## src/hw/rtl/smse_pkg.sv

```systemverilog
`timescale 1ns / 1ps
// ----------------------------------------------------------------------------
// smse_pkg
// shared types and constants of the sticky modifier scan code emitter
// ----------------------------------------------------------------------------
package smse_pkg;

  localparam int NUM_KEYS      = 128;
  localparam int MAX_MODIFIERS = 8;

  localparam int KEY_AW  = $clog2(NUM_KEYS);
  localparam int LIST_AW = (MAX_MODIFIERS > 1) ? $clog2(MAX_MODIFIERS) : 1;
  localparam int CNT_W   = $clog2(MAX_MODIFIERS + 1);

  localparam logic [7:0] BREAK_BIT = 8'h80;

  localparam logic ACT_PRESS   = 1'b0;
  localparam logic ACT_RELEASE = 1'b1;

  localparam logic [1:0] KT_ORDINARY   = 2'd0;
  localparam logic [1:0] KT_TOGGLEABLE = 2'd1;
  localparam logic [1:0] KT_MODIFIER   = 2'd2;
  localparam logic [1:0] KT_SPARE      = 2'd3;

  localparam logic [1:0] KS_IDLE    = 2'd0;
  localparam logic [1:0] KS_PRESSED = 2'd1;
  localparam logic [1:0] KS_LOCKED  = 2'd2;

  typedef struct packed {
    logic       action;
    logic [6:0] key_index;
    logic [1:0] key_type;
    logic [6:0] scan_code;
    logic [7:0] prefix_code;
  } in_item_t;

  typedef struct packed {
    logic       code_valid;
    logic [7:0] code_byte;
    logic       last_of_run;
    logic [1:0] key_state_out;
    logic       list_full;
  } out_item_t;

  typedef struct packed {
    logic [7:0] prefix_code;
    logic [6:0] scan_code;
    logic [6:0] key_index;
  } mod_entry_t;

  typedef enum logic [1:0] {
    LOP_NONE,
    LOP_SET,
    LOP_APPEND,
    LOP_REMOVE
  } list_op_e;

  typedef struct packed {
    list_op_e           op;
    logic [LIST_AW-1:0] pos;
    mod_entry_t         entry;
  } list_cmd_t;

  typedef struct packed {
    logic [CNT_W-1:0]   count;
    logic               hit;
    logic [LIST_AW-1:0] hit_pos;
  } list_status_t;

endpackage

```

## src/hw/rtl/smse_ram.sv

```systemverilog
`timescale 1ns / 1ps
// ----------------------------------------------------------------------------
// smse_ram
// generic single write port, single read port ram with registered read
// ----------------------------------------------------------------------------
module smse_ram #(
  parameter int WIDTH = 8,
  parameter int DEPTH = 16
) (
  input  logic                     clk_i,
  input  logic                     we_i,
  input  logic [$clog2(DEPTH)-1:0] waddr_i,
  input  logic [WIDTH-1:0]         wdata_i,
  input  logic [$clog2(DEPTH)-1:0] raddr_i,
  output logic [WIDTH-1:0]         rdata_o
);

  logic [WIDTH-1:0] mem [DEPTH];

  always_ff @(posedge clk_i) begin
    if (we_i) begin
      mem[waddr_i] <= wdata_i;
    end
    rdata_o <= mem[raddr_i];
  end

endmodule

```

## src/hw/rtl/smse_mod_list.sv

```systemverilog
`timescale 1ns / 1ps
// ----------------------------------------------------------------------------
// smse_mod_list
// ordered list of engaged modifiers with lookup, update, append and removal
// ----------------------------------------------------------------------------
module smse_mod_list (
  input  logic                        clk_i,
  input  logic                        rst_ni,
  input  smse_pkg::list_cmd_t         cmd_i,
  input  logic [6:0]                  find_key_i,
  input  logic [smse_pkg::LIST_AW-1:0] rd_pos_i,
  output smse_pkg::mod_entry_t        rd_entry_o,
  output smse_pkg::list_status_t      status_o
);

  smse_pkg::mod_entry_t           list_q [smse_pkg::MAX_MODIFIERS];
  logic [smse_pkg::CNT_W-1:0]     count_q;
  logic                           hit;
  logic [smse_pkg::LIST_AW-1:0]   hit_pos;

  always_comb begin
    hit     = 1'b0;
    hit_pos = '0;
    for (int j = smse_pkg::MAX_MODIFIERS - 1; j >= 0; j--) begin
      if ((smse_pkg::CNT_W'(j) < count_q) && (list_q[j].key_index == find_key_i)) begin
        hit     = 1'b1;
        hit_pos = smse_pkg::LIST_AW'(j);
      end
    end
  end

  assign rd_entry_o       = list_q[rd_pos_i];
  assign status_o.count   = count_q;
  assign status_o.hit     = hit;
  assign status_o.hit_pos = hit_pos;

  always_ff @(posedge clk_i or negedge rst_ni) begin
    if (!rst_ni) begin
      count_q <= '0;
    end else begin
      unique case (cmd_i.op)
        smse_pkg::LOP_APPEND: count_q <= count_q + 1'b1;
        smse_pkg::LOP_REMOVE: count_q <= count_q - 1'b1;
        default: ;
      endcase
    end
  end

  always_ff @(posedge clk_i) begin
    unique case (cmd_i.op)
      smse_pkg::LOP_SET: begin
        list_q[cmd_i.pos] <= cmd_i.entry;
      end
      smse_pkg::LOP_APPEND: begin
        list_q[smse_pkg::LIST_AW'(count_q)] <= cmd_i.entry;
      end
      smse_pkg::LOP_REMOVE: begin
        for (int j = 0; j < smse_pkg::MAX_MODIFIERS - 1; j++) begin
          if (smse_pkg::LIST_AW'(j) >= cmd_i.pos) begin
            list_q[j] <= list_q[j + 1];
          end
        end
      end
      default: ;
    endcase
  end

endmodule

```

## src/hw/rtl/sticky_modifier_scancode_emitter_top.sv

```systemverilog
`timescale 1ns / 1ps
// ----------------------------------------------------------------------------
// sticky_modifier_scancode_emitter_top
// key event to scan code byte emitter with sticky and lockable modifiers
// ----------------------------------------------------------------------------
// A transaction is taken when start is high and busy is low; busy then stays
// high until the last result has been issued. One sequencer walks the
// modifier list one entry at a time and shares a single key state ram port,
// so each emitted entry takes a prefix slot and a code slot. A modifier press
// or a modifier release passes through the update and null states, and an out
// of range key goes straight to the null state; a press or a release of any
// other key passes through the update state, its own prefix and code slots and
// one prefix and code slot pair per listed modifier (at most eight). The next
// transaction is taken only once the sequencer is back in its idle state.
// Results come out at most one per cycle on result_valid_o for a single cycle
// each; the receiver cannot stall them and must take every one.
// ----------------------------------------------------------------------------
module sticky_modifier_scancode_emitter_top (
  input  logic                clk_i,
  input  logic                rst_ni,
  input  logic                start,
  output logic                busy,
  input  smse_pkg::in_item_t  item_i,
  output logic                result_valid_o,
  output smse_pkg::out_item_t result_o
);

  typedef enum logic [6:0] {
    S_IDLE     = 7'b0000001,
    S_UPDATE   = 7'b0000010,
    S_OWN_PFX  = 7'b0000100,
    S_OWN_CODE = 7'b0001000,
    S_ENT_PFX  = 7'b0010000,
    S_ENT_CODE = 7'b0100000,
    S_NULL     = 7'b1000000
  } state_e;

  state_e                         state_q, state_d;
  smse_pkg::in_item_t             item_q;
  logic [1:0]                     final_q, final_d;
  logic                           full_q, full_d;
  logic [smse_pkg::LIST_AW-1:0]   ent_q, ent_d;
  logic [smse_pkg::CNT_W-1:0]     left_q, left_d;
  smse_pkg::out_item_t            result_q, result_d;
  logic                           result_valid_q, result_valid_d;
  logic [smse_pkg::NUM_KEYS-1:0]  valid_q;
  logic                           rd_valid_q;

  logic                           ram_we;
  logic [smse_pkg::KEY_AW-1:0]    ram_waddr;
  logic [1:0]                     ram_wdata;
  logic [smse_pkg::KEY_AW-1:0]    ram_raddr;
  logic [1:0]                     ram_rdata;
  logic [1:0]                     st;
  logic [1:0]                     ns;

  smse_pkg::list_cmd_t            lst_cmd;
  smse_pkg::mod_entry_t           ent;
  smse_pkg::list_status_t         lst;
  smse_pkg::mod_entry_t           new_entry;
  logic                           accept;

  smse_ram #(
    .WIDTH (2),
    .DEPTH (smse_pkg::NUM_KEYS)
  ) u_key_ram (
    .clk_i   (clk_i),
    .we_i    (ram_we),
    .waddr_i (ram_waddr),
    .wdata_i (ram_wdata),
    .raddr_i (ram_raddr),
    .rdata_o (ram_rdata)
  );

  smse_mod_list u_mod_list (
    .clk_i      (clk_i),
    .rst_ni     (rst_ni),
    .cmd_i      (lst_cmd),
    .find_key_i (item_q.key_index),
    .rd_pos_i   (ent_q),
    .rd_entry_o (ent),
    .status_o   (lst)
  );

  assign busy           = (state_q != S_IDLE);
  assign accept         = start && !busy;
  assign st             = rd_valid_q ? ram_rdata : smse_pkg::KS_IDLE;
  assign result_valid_o = result_valid_q;
  assign result_o       = result_q;

  assign new_entry.key_index   = item_q.key_index;
  assign new_entry.scan_code   = item_q.scan_code;
  assign new_entry.prefix_code = item_q.prefix_code;

  // next key state of the addressed key
  always_comb begin
    ns = st;
    if (item_q.action == smse_pkg::ACT_PRESS) begin
      unique case (item_q.key_type)
        smse_pkg::KT_ORDINARY:   ns = (st == smse_pkg::KS_IDLE) ? smse_pkg::KS_PRESSED
                                                                : smse_pkg::KS_IDLE;
        smse_pkg::KT_TOGGLEABLE: ns = (st == smse_pkg::KS_IDLE) ? smse_pkg::KS_LOCKED
                                                                : smse_pkg::KS_IDLE;
        smse_pkg::KT_MODIFIER: begin
          priority if (st == smse_pkg::KS_IDLE) begin
            ns = smse_pkg::KS_PRESSED;
          end else if (st == smse_pkg::KS_PRESSED) begin
            ns = smse_pkg::KS_LOCKED;
          end else begin
            ns = smse_pkg::KS_IDLE;
          end
        end
        smse_pkg::KT_SPARE:      ns = st;
        default:                 ns = st;
      endcase
    end else if (item_q.key_type == smse_pkg::KT_ORDINARY) begin
      ns = (st == smse_pkg::KS_IDLE) ? smse_pkg::KS_PRESSED : smse_pkg::KS_IDLE;
    end
  end

  always_comb begin
    state_d        = state_q;
    final_d        = final_q;
    full_d         = full_q;
    ent_d          = ent_q;
    left_d         = left_q;
    result_valid_d = 1'b0;
    result_d       = '0;
    ram_we         = 1'b0;
    ram_waddr      = smse_pkg::KEY_AW'(item_q.key_index);
    ram_wdata      = ns;
    ram_raddr      = smse_pkg::KEY_AW'(ent.key_index);
    lst_cmd.op     = smse_pkg::LOP_NONE;
    lst_cmd.pos    = lst.hit_pos;
    lst_cmd.entry  = new_entry;

    unique case (state_q)
      S_IDLE: begin
        ram_raddr = smse_pkg::KEY_AW'(item_i.key_index);
        if (accept) begin
          full_d = 1'b0;
          if (32'(item_i.key_index) < smse_pkg::NUM_KEYS) begin
            state_d = S_UPDATE;
          end else begin
            final_d = smse_pkg::KS_IDLE;
            state_d = S_NULL;
          end
        end
      end

      S_UPDATE: begin
        ram_we = 1'b1;
        if (item_q.action == smse_pkg::ACT_PRESS) begin
          final_d = ns;
          if (item_q.key_type == smse_pkg::KT_MODIFIER) begin
            state_d = S_NULL;
            if (ns != st) begin
              priority if (ns == smse_pkg::KS_IDLE) begin
                if (lst.hit) begin
                  lst_cmd.op = smse_pkg::LOP_REMOVE;
                end
              end else if (lst.hit) begin
                lst_cmd.op = smse_pkg::LOP_SET;
              end else if (32'(lst.count) < smse_pkg::MAX_MODIFIERS) begin
                lst_cmd.op = smse_pkg::LOP_APPEND;
              end else begin
                full_d = 1'b1;
              end
            end
          end else begin
            ent_d  = '0;
            left_d = lst.count;
            state_d = (lst.count == '0) ? S_OWN_PFX : S_ENT_PFX;
          end
        end else begin
          if (item_q.key_type == smse_pkg::KT_MODIFIER) begin
            final_d = st;
            state_d = S_NULL;
          end else begin
            final_d = (lst.hit && (ns == smse_pkg::KS_PRESSED)) ? smse_pkg::KS_IDLE : ns;
            state_d = S_OWN_PFX;
          end
        end
      end

      S_OWN_PFX: begin
        if (item_q.prefix_code != 8'h00) begin
          result_valid_d       = 1'b1;
          result_d.code_valid  = 1'b1;
          result_d.code_byte   = item_q.prefix_code;
        end
        state_d = S_OWN_CODE;
      end

      S_OWN_CODE: begin
        result_valid_d      = 1'b1;
        result_d.code_valid = 1'b1;
        if (item_q.action == smse_pkg::ACT_PRESS) begin
          result_d.code_byte   = {1'b0, item_q.scan_code};
          result_d.last_of_run = 1'b1;
          state_d              = S_IDLE;
        end else begin
          result_d.code_byte   = {1'b0, item_q.scan_code} | smse_pkg::BREAK_BIT;
          result_d.last_of_run = (lst.count == '0);
          ent_d                = smse_pkg::LIST_AW'(lst.count - 1'b1);
          left_d               = lst.count;
          state_d              = (lst.count == '0) ? S_IDLE : S_ENT_PFX;
        end
      end

      S_ENT_PFX: begin
        if (ent.prefix_code != 8'h00) begin
          result_valid_d      = 1'b1;
          result_d.code_valid = 1'b1;
          result_d.code_byte  = ent.prefix_code;
        end
        state_d = S_ENT_CODE;
      end

      S_ENT_CODE: begin
        result_valid_d      = 1'b1;
        result_d.code_valid = 1'b1;
        left_d              = left_q - 1'b1;
        if (item_q.action == smse_pkg::ACT_PRESS) begin
          result_d.code_byte = {1'b0, ent.scan_code};
          ent_d              = ent_q + 1'b1;
          state_d            = (left_q == smse_pkg::CNT_W'(1)) ? S_OWN_PFX : S_ENT_PFX;
        end else begin
          result_d.code_byte   = {1'b0, ent.scan_code} | smse_pkg::BREAK_BIT;
          result_d.last_of_run = (left_q == smse_pkg::CNT_W'(1));
          ent_d                = ent_q - 1'b1;
          state_d              = (left_q == smse_pkg::CNT_W'(1)) ? S_IDLE : S_ENT_PFX;
          // a held but unlocked modifier is freed
          if (st == smse_pkg::KS_PRESSED) begin
            ram_we      = 1'b1;
            ram_waddr   = smse_pkg::KEY_AW'(ent.key_index);
            ram_wdata   = smse_pkg::KS_IDLE;
            lst_cmd.op  = smse_pkg::LOP_REMOVE;
            lst_cmd.pos = ent_q;
          end
        end
      end

      S_NULL: begin
        result_valid_d       = 1'b1;
        result_d.last_of_run = 1'b1;
        state_d              = S_IDLE;
      end

      default: begin
        state_d = S_IDLE;
      end
    endcase

    result_d.key_state_out = final_d;
    result_d.list_full     = full_d;
  end

  always_ff @(posedge clk_i or negedge rst_ni) begin
    if (!rst_ni) begin
      state_q        <= S_IDLE;
      result_valid_q <= 1'b0;
      valid_q        <= '0;
      rd_valid_q     <= 1'b0;
      full_q         <= 1'b0;
      final_q        <= smse_pkg::KS_IDLE;
      ent_q          <= '0;
      left_q         <= '0;
    end else begin
      state_q        <= state_d;
      result_valid_q <= result_valid_d;
      rd_valid_q     <= valid_q[ram_raddr];
      full_q         <= full_d;
      final_q        <= final_d;
      ent_q          <= ent_d;
      left_q         <= left_d;
      if (ram_we) begin
        valid_q[ram_waddr] <= 1'b1;
      end
    end
  end

  always_ff @(posedge clk_i) begin
    result_q <= result_d;
    if (accept) begin
      item_q <= item_i;
    end
  end

endmodule

```

## config.mk

```make
export PLATFORM = sky130hd
export DESIGN_NAME = sticky_modifier_scancode_emitter_top
export DESIGN_NICKNAME = d
export VERILOG_FILES = /design/src/hw/rtl/smse_pkg.sv /design/src/hw/rtl/smse_ram.sv /design/src/hw/rtl/smse_mod_list.sv /design/src/hw/rtl/sticky_modifier_scancode_emitter_top.sv
export SDC_FILE = /design/constraint.sdc
export NUM_CORES = 1
export LEC_CHECK = 0
export BUFFER_PORTS_ARGS = -buffer_cell sky130_fd_sc_hd__buf_4
export CORE_MARGIN = 3
export CORE_UTILIZATION = 55
export CTS_CLUSTER_DIAMETER = 100
export DETAILED_ROUTE_END_ITERATION = 10
export PLACE_DENSITY = 0.71
export SYNTH_ARGS = -nofsm -noshare
export SYNTH_HDL_FRONTEND = slang
export SYNTH_HIERARCHICAL = 1
export SYNTH_SLANG_ARGS = --single-unit
```

## constraint.sdc

```tcl
create_clock -name clk_i -period 10.05 [get_ports clk_i]
set_input_delay 1.5075 -clock clk_i [delete_from_list [all_inputs] [get_ports clk_i]]
set_output_delay 1.5075 -clock clk_i [all_outputs]
set_load 0.05 [all_outputs]
```

==> results.cfg, run 1 <==
[die]
core_um2 = 51700
rows = 83
dieArea_um2 = 55500
initial_core_util = 0.560
ioPinCount = 43
die_y_um = 236
die_x_um = 236

[synthesis]
synth_edf_count = 457
synth.distinct_cells = 94
netlist_instances = 2198
synth_seq_cells = 623
yosys.area.top_type = edfxtp_1
ys_seq_area_frac = 0.614
syn_area_per_cell_um2 = 13.2
yosysWarningCount = 6
synthesis.nets = 2238
syn_area_um2 = 29000
ys_top_cells_by_count = edfxtp_1 (457), nor2_1 (289), a21oi_1 (163)
synthTopCellsByArea = edfxtp_1 (47%), dfrtp_1 (13%), mux4_2 (7.9%), nor2_1 (3.7%), a21o_1 (3.4%)
synth_top_area_frac = 0.473
yosysMostFrequentCell = edfxtp_1
async_flop_share = 0.242
synth_ff_type = edfxtp_1

[global_routing]
track_usage = 0.252
grt_overflow = 0
grt_max_degree = 129
grt_pass1_wl_um = 109000
antenna_found_initial = 0
grt_pass1_vias = 18600

[pwr]
ir_drop_uv = 161
p_total_mw = 8.05
pwr_density_cell_nw_per_um2 = 253
p_leak_nw = 12.3

[timing]
slew_headroom = 0.188
tightest_slew_ns = 1.22
hold_violations = 0
rsz0062_at_grt = no
hold_slack_ns = 0.450
worst_slack_ns = 4.64
finClkSkew_ns = 0.0271
drv_slew = 0
fin_setup_tns_ns = 0
max_clock_freq_ghz = 0.185
final.period_utilization = 0.539
setup_viol = 0
fin_crit_ns = 5.41

[setup_path]
worstPathArrival_ns = 5.90
cp_top_family = simple AND/OR/NAND/NOR gates
critPathKind = flop to flop
crit_buf_inv = 2
required_ns = 10.54
cpPeakStageDelay_ns = 0.86
critPathSlowestCell = buf_4
cp_max_fo = 54
cp-start-kind = flop
end_kind = flop
cp_cell_sequence = or4b_4 -> nor2_4 -> mux2i_2 -> inv_4 -> buf_4 -> mux4_1 -> mux4_2 -> o22ai_1 -> nor4_1 -> or4_1

[cts]
cts_sinks = 623
numCtsBuffers = 67
cts_hold_buf = 0
post_cts_resized = 0
postCtsSetupRepairBufs = 0
cts_tree = built
cts_buffer_depth = 3
clock_latency_ns = 0.62
cts_root_buffer = clkbuf_16
htreeDepth = 3
cts.clk_slew.worst_paths_ns = 0.06

[routing]
drtIter0Drc = 2341
viasPerCell = 6.40
drc = 0
dr_total_vias = 18700
antenna_left = 0
detail_route.wl_per_cell_um = 24.2
wl_um = 70700
first_pass_iters = 6

[final_layout]
register_area_um2 = 17800
stdcell_area_um2 = 31800
final_cells = 2916
area_delta_synth_final_pct = 9.76
multi_input_area_um2 = 10300
n_fill_cell = 3864
drive_above_1_share = 0.168
fin_util = 0.615
antenna_cells = 0
layout.nets = 2227

[placed_design]
dp_hpwl_um = 44500
dpl.cell_count = 2798
gp_congestion = 0.918
post-place-ws_ns = 4.62
io_buffers = 42
dpl_cell_area_um2 = 29700

[run]
maxCapViolCount = 0

[min_path]
hp-class = flop to flop

[status]
status = completed
[sequential cells by signal (all words and copies together) (netlist names), 3 cells and up]
register,cells
result_o,13
left_q,4
u_mod_list/list_q,176
item_q,25
u_mod_list/count_q,4
u_key_ram/mem,256
valid_q,128
state_q,7
ent_q,3
[report_power, final]
part / switching, mW / internal, mW
clock network: 1.04 / 1.35
registers: 0.123 / 3.08
logic: 1.51 / 0.955
[cells by family after synthesis]
kind of cell               synth area share
and+or+nand+nor                       0.102
DFF                                   0.614
AOI/OAI and AO/OA                     0.106
muxes                                 0.121
buffers and inverters                0.0321
xor gates and xnor gates             0.0184
adders and majority gates           0.00578
[cell usage in the layout (no fill, tap or decap), types with 8 or more instances in the layout]
| master | count |
|---|---|
| edfxtp_1 | 457 |
| nor2_1 | 287 |
| a21oi_1 | 162 |
| dfrtp_1 | 148 |
| nand2_1 | 131 |
| a21o_1 | 130 |
| mux4_2 | 102 |
| mux2i_1 | 70 |
| clkbuf_16 | 68 |
| buf_4 | 65 |
| nand3_1 | 42 |
| xnor2_1 | 37 |
| o21ai_0 | 35 |
| mux2_2 | 33 |
| nor3_1 | 26 |
| a22oi_1 | 26 |
| inv_2 | 24 |
| xor2_1 | 24 |
| inv_1 | 22 |
| nand2b_1 | 18 |
| and2_1 | 18 |
| nor4_1 | 16 |
| dfxtp_1 | 15 |
| clkinv_2 | 14 |
| and3_1 | 14 |
| clkbuf_1 | 14 |
| nor2b_1 | 13 |
| nand4_1 | 13 |
| a31oi_1 | 12 |
| a32oi_1 | 11 |
| o22ai_1 | 11 |
| ha_1 | 11 |
| nor2_4 | 9 |
| a211oi_1 | 9 |
| a222oi_1 | 8 |
[worst reg2reg max path: cells and delay by family (launching register included)]
family / cells / cell delay [ns]
AO/OA/AOI/OAI: 1 / 0.24
buffers and inverters: 2 / 1.45
flip-flops: 1 / 0.54
multiplexers: 3 / 1.43
AND/OR/NAND/NOR: 4 / 1.62
[path summary, 6_finish.rpt]
check	start	endpoint	slack, ns	cells past startpoint
min in group asynchronous	rst_ni	valid_q[40]	0.93	1
worst max-delay path	state_q[5]	u_key_ram/rdata_o[1]	4.64	10
max in group asynchronous	rst_ni	ent_q[0]	7.67	2
worst min register to register	valid_q[80]	valid_q[80]	0.45	1
worst max register to register	state_q[5]	u_key_ram/rdata_o[1]	4.64	10
worst min-delay path	valid_q[80]	valid_q[80]	0.45	1
[final cells by class]
class / instances / area share
clock inverters: 32 / 0.00960
flip-flops and latches: 623 / 0.560
multi-input cells: 1379 / 0.325
repair buffers: 66 / 0.0157
clock buffers: 86 / 0.0569
well taps: 680 / 0.0267
inverters: 50 / 0.00610
[layer usage]
layer  routed length [µm]  up-vias  GRT usage
met5                    0        -          0
met3                 5610      155     0.0478
met4                 2310        0     0.0913
li1                     -     8239          -
met1                29500     9415      0.357
met2                33300      852      0.395
No activity file was read; power rests on OpenSTA's default activity.
==> run 2: changes to the inputs <==
clock period = 5.55 ns   (was 10.05 ns; I/O delays follow)
==> run 2 against run 1 <==
  * Clock power increased by 87%
  * Design area increased by 0.88%
  * Sequential share of layout area decreased by 0.49 points
  * Power increased by 84%
  * Largest power group unchanged
  * Register-to-register slack got worse by 4.1 ns
  * Setup slack got worse by 4.1 ns
  * Non-clock buffer count increased by 25
  * Flip-flop and latch count unchanged
  * Routed wire length increased by 2.2%
  * Highest routed layer unchanged
  * Combinational power increased by 85%
  * Utilization increased by 0.54 points
==> results.cfg, run 2 (synthesized netlist as in run 1, its figures left out) <==
[pwr]
ir_drop_uv = 324
pwr_density_cell_nw_per_um2 = 462
p_leak_nw = 12.5
p_total_mw = 14.8

[min_path]
hp-class = input port to asynchronous set/reset pin

[cts]
clock_latency_ns = 0.61
cts_sinks = 623
cts_buffer_depth = 3
postCtsSetupRepairBufs = 0
numCtsBuffers = 67
cts_hold_buf = 0
cts_root_buffer = clkbuf_16
htreeDepth = 3
cts_tree = built
post_cts_resized = 0
cts.clk_slew.worst_paths_ns = 0.06

[die]
die_y_um = 236
die_x_um = 236
rows = 83
ioPinCount = 43
dieArea_um2 = 55500
initial_core_util = 0.560
core_um2 = 51700

[final_layout]
reg_top3 = u_key_ram/mem x256, u_mod_list/list_q x176, valid_q x128
regMostFlops = u_key_ram/mem
area_delta_synth_final_pct = 10.7
n_fill_cell = 3928
fin_util = 0.621
largest_reg_flops = 256
layout_commonest_cell = edfxtp_1
drive_above_1_share = 0.180
final_cells = 2945
layout_common_cells = edfxtp_1 (457), nor2_1 (287), a21oi_1 (162)
stdcell_area_um2 = 32100
layout.nets = 2252

[timing]
slew_headroom = 0.151
setup_viol = 0
hold_slack_ns = 0.368
rsz0062_at_grt = no
hold_violations = 0
final.period_utilization = 0.904
finClkSkew_ns = 0.0183
drv_slew = 0
max_clock_freq_ghz = 0.199
fin_setup_tns_ns = 0
fin_crit_ns = 5.02
tightest_slew_ns = 1.27
worst_slack_ns = 0.533

[setup_path]
required_ns = 5.85
critPathKind = flop to flop
worstPathArrival_ns = 5.32
cp-start-kind = flop
cp_max_fo = 15
end_kind = flop

[routing]
dr_total_vias = 18900
drc = 0
wl_um = 72200
detail_route.wl_per_cell_um = 24.5
drtIter0Drc = 2197
first_pass_iters = 7
antenna_left = 0
viasPerCell = 6.40

[global_routing]
grt_overflow = 0
grt_pass1_vias = 18900
track_usage = 0.257
antenna_found_initial = 2
grt_max_degree = 129
grt_pass1_wl_um = 111000

[placed_design]
dpl.cell_count = 2823
post-place-ws_ns = 0.655
dpl_cell_area_um2 = 29900
gp_congestion = 0.906
io_buffers = 42
dp_hpwl_um = 45400

[status]
status = completed

[run]
maxCapViolCount = 0
[run 2: worst max-delay path, cell delays in order, from the launching register on]
cell and delay, ns:
edfxtp_1 0.61, xor2_1 0.23, nor4_1 0.52, and4_1 0.35, nor4b_1 0.09, nand2_1 0.15
a21oi_1 0.07, nor2b_1 0.16, o21ai_0 0.16, nand2_1 0.11, ha_1 0.39, and2_1 0.41
or3_1 0.54, o21ai_2 0.66, buf_12 0.25
[run 2: final timing paths]
| path | start | endpoint | slack (ns) | depth (start not counted) |
|---|---|---|---|---|
| max in group asynchronous | rst_ni | valid_q[93] | 3.93 | 2 |
| setup reg to reg | item_q[19] | u_mod_list/list_q[0][9] | 0.53 | 14 |
| min in group clk_i | item_i[13] | item_q[13] | 0.40 | 1 |
| hold reg to reg | valid_q[51] | valid_q[51] | 0.45 | 1 |
| setup / recovery | item_q[19] | u_mod_list/list_q[0][9] | 0.53 | 14 |
| hold / removal | rst_ni | valid_q[4] | 0.37 | 1 |
[run 2: metal layers]
layer	global-route usage	part of all wire
met5	0	0
met4	0.0826	0.030
met1	0.362	0.41
met3	0.0453	0.082
met2	0.411	0.48
[run 2: final cells by class]
| cell class | instances | area, µm² | share of cell area |
|---|---|---|---|
| Antenna cell | 2 | 5.00 | 0.000156 |
| Clock buffer | 85 | 1860 | 0.0579 |
| Clock inverter | 35 | 359 | 0.0112 |
| Inverter | 50 | 194 | 0.00604 |
| Multi-Input combinational cell | 1379 | 10300 | 0.321 |
| Sequential cell | 623 | 17800 | 0.555 |
| Tap cell | 680 | 851 | 0.0265 |
| Timing Repair Buffer | 91 | 712 | 0.0222 |
[run 2: power by group]
| part | switching [mW] | internal (mW) | leakage [nW] | total, mW |
|---|---|---|---|---|
| registers | 0.249 | 5.57 | 6.35 | 5.82 |
| logic | 2.78 | 1.78 | 5.08 | 4.56 |
| clock network | 1.86 | 2.59 | 1.10 | 4.45 |
